==> config.mk <==
export PLATFORM = sky130hd
export DESIGN_NAME = pfb_dirty_ranges
export DESIGN_NICKNAME = d
export VERILOG_FILES = /design/src/rtl/pfb_pkg.sv /design/src/rtl/pfb_dirty_ranges.sv
export SDC_FILE = /design/constraint.sdc
export NUM_CORES = 1
export LEC_CHECK = 0
export ABC_AREA = 1
export BUFFER_PORTS_ARGS = -buffer_cell sky130_fd_sc_hd__buf_2
export CORE_MARGIN = 4
export CORE_UTILIZATION = 60
export DETAILED_ROUTE_END_ITERATION = 8
export GPL_ROUTABILITY_DRIVEN = 0
export GPL_TIMING_DRIVEN = 0
export PLACE_DENSITY = 0.78
export SYNTH_ARGS = -nofsm -noshare
export SYNTH_HDL_FRONTEND = slang
export SYNTH_SLANG_ARGS = --single-unit
==> constraint.sdc <==
create_clock -name clock -period 3.4 [get_ports clock]
set_input_delay 0.34 -clock clock [delete_from_list [all_inputs] [get_ports clock]]
set_output_delay 0.34 -clock clock [all_outputs]
set_load 0.01 [all_outputs]
==> src/rtl/pfb_pkg.sv <==
// ----------------------------------------------------------------------------
// pfb_pkg: shared types and constants of the paged frame buffer
// Screen geometry, request and response payloads, the range update record and
// the controller state encoding.
// ----------------------------------------------------------------------------
package pfb_pkg;

   localparam int SCREEN_COLUMNS    = 128;
   localparam int PAGE_COUNT        = 8;
   localparam int ROWS_PER_PAGE     = 8;
   localparam int SCREEN_ROWS       = PAGE_COUNT * ROWS_PER_PAGE;
   localparam int STORE_BYTES       = SCREEN_COLUMNS * PAGE_COUNT;
   localparam int ADDR_W            = $clog2(STORE_BYTES);
   localparam int COL_W             = $clog2(SCREEN_COLUMNS);
   localparam int END_W             = $clog2(SCREEN_COLUMNS + 1);
   localparam int PAGE_W            = (PAGE_COUNT > 1) ? $clog2(PAGE_COUNT) : 1;
   localparam int MAX_FLUSH_RESULTS = 8;
   localparam int FLUSH_CNT_W       = $clog2(MAX_FLUSH_RESULTS);

   localparam logic [7:0] BYTE_ALL_ON  = 8'hFF;
   localparam logic [7:0] BYTE_ALL_OFF = 8'h00;

   typedef enum logic [1:0] {
      OP_SET_PIXEL = 2'd0,
      OP_FILL      = 2'd1,
      OP_READ_BYTE = 2'd2,
      OP_FLUSH     = 2'd3
   } op_type;

   typedef struct packed {
      op_type     operation;
      logic [7:0] x_coord;
      logic [7:0] y_coord;
      logic       pixel_on;
   } req_type;

   typedef struct packed {
      logic       accepted;
      logic       range_valid;
      logic [2:0] range_page;
      logic [6:0] range_begin;
      logic [7:0] range_end;
      logic [7:0] byte_data;
      logic       any_dirty;
      logic       last;
   } rsp_type;

   // One widening of a page's dirty column range
   typedef struct packed {
      logic              en;
      logic [PAGE_W-1:0] page;
      logic [COL_W-1:0]  lo;
      logic [END_W-1:0]  hi;
   } widen_type;

   typedef enum logic [2:0] {
      ST_CLEAR,
      ST_IDLE,
      ST_PIXEL,
      ST_READ,
      ST_FILL,
      ST_FILL_DRAIN,
      ST_FILL_END,
      ST_FLUSH
   } state_type;

endpackage

==> src/rtl/pfb_dirty_ranges.sv <==
// ----------------------------------------------------------------------------
// pfb_dirty_ranges: per-page dirty column ranges
// Widens one page's range per cycle, clears all ranges at once, and presents
// the range of one selected page.
// ----------------------------------------------------------------------------
module pfb_dirty_ranges (
   input  logic                                clock,
   input  logic                                reset,
   input  pfb_pkg::widen_type                  widen,
   input  logic                                clear,
   input  logic [pfb_pkg::PAGE_W-1:0]          rd_page,
   output logic [pfb_pkg::PAGE_COUNT-1:0]      dirty,
   output logic [pfb_pkg::COL_W-1:0]           rd_first,
   output logic [pfb_pkg::END_W-1:0]           rd_last
);

   logic [pfb_pkg::PAGE_COUNT-1:0] dirty_ff, dirty_in;
   logic [pfb_pkg::COL_W-1:0]      first_ff [pfb_pkg::PAGE_COUNT];
   logic [pfb_pkg::COL_W-1:0]      first_in [pfb_pkg::PAGE_COUNT];
   logic [pfb_pkg::END_W-1:0]      last_ff  [pfb_pkg::PAGE_COUNT];
   logic [pfb_pkg::END_W-1:0]      last_in  [pfb_pkg::PAGE_COUNT];

   always_comb begin
      dirty_in = dirty_ff;
      first_in = first_ff;
      last_in  = last_ff;
      if (clear) begin
         dirty_in = '0;
      end else if (widen.en) begin
         if (!dirty_ff[widen.page]) begin
            // start a fresh range
            dirty_in[widen.page] = 1'b1;
            first_in[widen.page] = widen.lo;
            last_in[widen.page]  = widen.hi;
         end else begin
            if (widen.lo < first_ff[widen.page]) begin
               first_in[widen.page] = widen.lo;
            end
            if (widen.hi > last_ff[widen.page]) begin
               last_in[widen.page] = widen.hi;
            end
         end
      end
   end

   always_ff @(posedge clock) begin
      if (reset) begin
         dirty_ff <= '0;
      end else begin
         dirty_ff <= dirty_in;
      end
   end

   // Range bounds are only read while the page is dirty
   always_ff @(posedge clock) begin
      first_ff <= first_in;
      last_ff  <= last_in;
   end

   assign dirty    = dirty_ff;
   assign rd_first = first_ff[rd_page];
   assign rd_last  = last_ff[rd_page];

endmodule

==> metrics.txt <==
status finished with violations; failing checks negative setup slack; number of antenna violations at the first check in global routing 0; Initial DRC Count 853; CTS Sinks 128; Min-Delay Path Class input pin to flop; YS warnings 0; CP endpoint kind flop; post-layout minimum cycle time approximately 3.5 ns; Sequential Area approximately 0.0038 mm²; Crit path buffers/inverters 5; row count 36; crit path DAT 3.60 ns; cts hold-fix bufs 0; post-synthesis simple-gate area fraction 0.114; worst setup margin -0.0616 ns; vias post-DR 5465; Final nets 712; skew final approximately 0.0068 ns; Post-synth top flop edfxtp_1; Switching Fraction 0.244; FF-to-FF End first_ff[43]; cell area after layout 0.00718 mm²; Worst-Margin Slew 1.11 ns; ratio of routed vias to standard cells approximately 6.7; Slew headroom 0.260; critical path type input pin to flop; DR DRC count 0; CP max stage cell nor2_1; Clock Pin Slew Worst Setup and Hold Paths 0.06 ns; core area 0.00995 mm²; Post-Route WL ~19000 µm; number of global-route vias before repair 5138; worst-path cell chain buf_2 -> inv_1 -> nor2_1 -> nand2_1 -> inv_1 -> buf_4 -> a221oi_1 -> nand4_1 -> inv_1 -> ha_1 -> nand2_1 -> o21ai_0 -> a21oi_1 -> o21ai_2 -> nand2_2 -> nor2_1; Max clock buf depth 2; Post-synth EDFFs 120; post-route ant nets 0; Total GRT Usage 0.325; CP most frequent cell inv_1; reg2reg start first_ff[18]; Yosys reg bits around 130; buffer count from post-CTS setup fixing 0; Final Max Slew Viols 0; mux cell area share after synthesis 0; I/O Pins 48; final hold vios 0; Required @ worst endpoint between 3 and 4 ns; CTS tree done; htree depth 4; DP Wirelength 12600 µm; area grow syn2layout 15.4%; ratio of cells with drive above 1 in the final layout 0.146; Clock power frac 0.444; Hold Crit Depth 1; drt first pass iters 6; first-pass GRT wire length 27900 µm; asr flop ratio synth 0; Worst Path Max Fanout 10; CP top delay family simple AND/OR/NAND/NOR gates; Synth Area in Compound Gates 0.184; Leak Pwr 2.74 nW; GRT overflow 0; Port Buffers 45; Sequential Power Share 0.457; largest net degree at the start of global routing 17; routed wire length per instance 23.3 µm; Post-Syn Instances roughly 600; hold_sp widen[9]; post-cts sizing count 0; main combinational cell family by area after synthesis compound AO/OA/AOI/OAI gates; Syn Area/Cell 10.2 µm²; Seq/Total Area, Yosys 0.604; Cell Pwr Density 533 mW/mm²; TritonCTS Buffers 17; fillers 713; initial core utilization 0.626; placed cell area between 0.006 and 0.007 mm²; Switch Pwr 936 µW; syn nets 648; CTS root buffer clkbuf_8; hold path endpoint first_ff[43]; die area 0.0121 mm²; clk_lat worst skew 0.52 ns; xor/xnor share of the synthesized area 0; VDD IR-drop max between 0.4 and 0.5 mV; netlist area before placement 0.00623 mm²; final setup violation count 38; CP max stage delay 0.86 ns; total placed cells including tap cells 787; ANT cells 0; max_cap viols 0; RSZ-0062 raised after global routing yes; highest clock rate 289 MHz; Levels on crit path 16; Power Internal roughly 2.9 mW; die height 110 µm; Startpoint Class input pin; Die Wd 110 µm; Post-Synth Adder-Cell Area 0.0281; area of the multi-input gates 0.00204 mm²; synth unique cells 33; logic gate share of total power 0.098; R2R Setup Slk 0.25 ns; sum of negative setup slack -1.59 ns; reg2reg path depth 13; fin cells 819; Final period util 1.02
## cell usage in the layout (no fill, tap or decap), types with 4 or more instances in the layout
cell	n
nand2_2	4
buf_2	53
nand4_1	4
nor2_1	77
edfxtp_1	120
clkinv_2	5
ha_1	14
a221oi_1	21
dfxtp_1	8
nand3_1	8
clkbuf_16	16
o2bb2ai_1	12
clkbuf_1	17
a21oi_1	41
a31oi_1	15
o211ai_1	4
clkinvlp_4	4
o22ai_1	9
inv_1	69
o21ai_0	72
nand2_1	77
a22oi_1	9
## routing by layer
layer	share of wire	track usage	wire (µm)
met5	0	0	0
met4	0.051	0.187	977
met3	0.16	0.0992	3070
met2	0.44	0.490	8410
met1	0.35	0.414	6630
## flip-flops by register name (all words and copies together), names as in the netlist
register	flops
dirty	8
first_ff	56
last_ff	64
## Yosys cell counts, types with 4 or more instances
cell,number,share of area
nand3_1,8,0.0064
o21ai_0,72,0.058
nand4_1,4,0.0040
clkbuf_1,17,0.010
a22oi_1,9,0.011
o22ai_1,9,0.0090
o211ai_1,4,0.0048
nand2_2,4,0.0040
nand2_1,77,0.046
a221oi_1,21,0.030
a31oi_1,15,0.015
ha_1,14,0.028
inv_1,69,0.042
a21oi_1,41,0.033
o2bb2ai_1,12,0.017
dfxtp_1,8,0.026
buf_2,8,0.0064
nor2_1,79,0.048
edfxtp_1,120,0.58
## layout make-up
class                           count  share of cell area
Buffer                             32              0.0228
Tap cell                          133              0.0232
Clock inverter                     15              0.0202
Clock buffer                       17              0.0577
Multi-Input combinational cell    378               0.284
Timing Repair Buffer               45              0.0314
Inverter                           71              0.0371
Sequential cell                   128               0.524
## power by group through the flow
| stage | combinational [mW] | clock, mW | sequential [mW] |
|---|---|---|---|
| after detailed placement | 0.356 | 0 | 1.78 |
| after global routing | 0.401 | 1.77 | 1.75 |
| after floorplan | 0.213 | 0 | 1.78 |
| after CTS | 0.361 | 1.70 | 1.75 |
| final | 0.376 | 1.70 | 1.75 |
| after global placement | 0.344 | 0 | 1.78 |
## stage by stage
step	worst slack [ns]	utilization	total power, mW	hold WS (ns)
6_report	-0.0616	0.722	3.83	0.118
5_1_grt	-0.159	0.722	3.93	0.108
4_1_cts	0.0840	0.721	3.81	0.112
3_3_place_gp	-0.334	0.665	2.13	0.451
3_5_place_dp	-0.429	0.665	2.14	0.468
2_1_floorplan	0.663	-	2.00	0.439
## how the worst max path moves through the flow
stage | to | slack (ns) | from
6_report | last_ff[28] | -0.06 | widen[16]
5_1_grt | last_ff[28] | -0.16 | widen[16]
4_1_cts | last_ff[36] | 0.08 | widen[16]
3_5_place_dp | last_ff[38] | -0.43 | widen[16]
3_3_place_gp | first_ff[54] | -0.33 | widen[16]
2_1_floorplan | last_ff[16] | 0.66 | widen[15]
## kinds of logic (layout without fill, tap and decap cells)
| kind of cell | after synthesis | in the layout |
|---|---|---|
| DFF | 128 | 128 |
| and+or+nand+nor | 175 | 175 |
| AOI/OAI and AO/OA | 189 | 189 |
| buffers and inverters | 103 | 180 |
| adders and majority gates | 14 | 14 |
(Power assumes the default switching activity.)
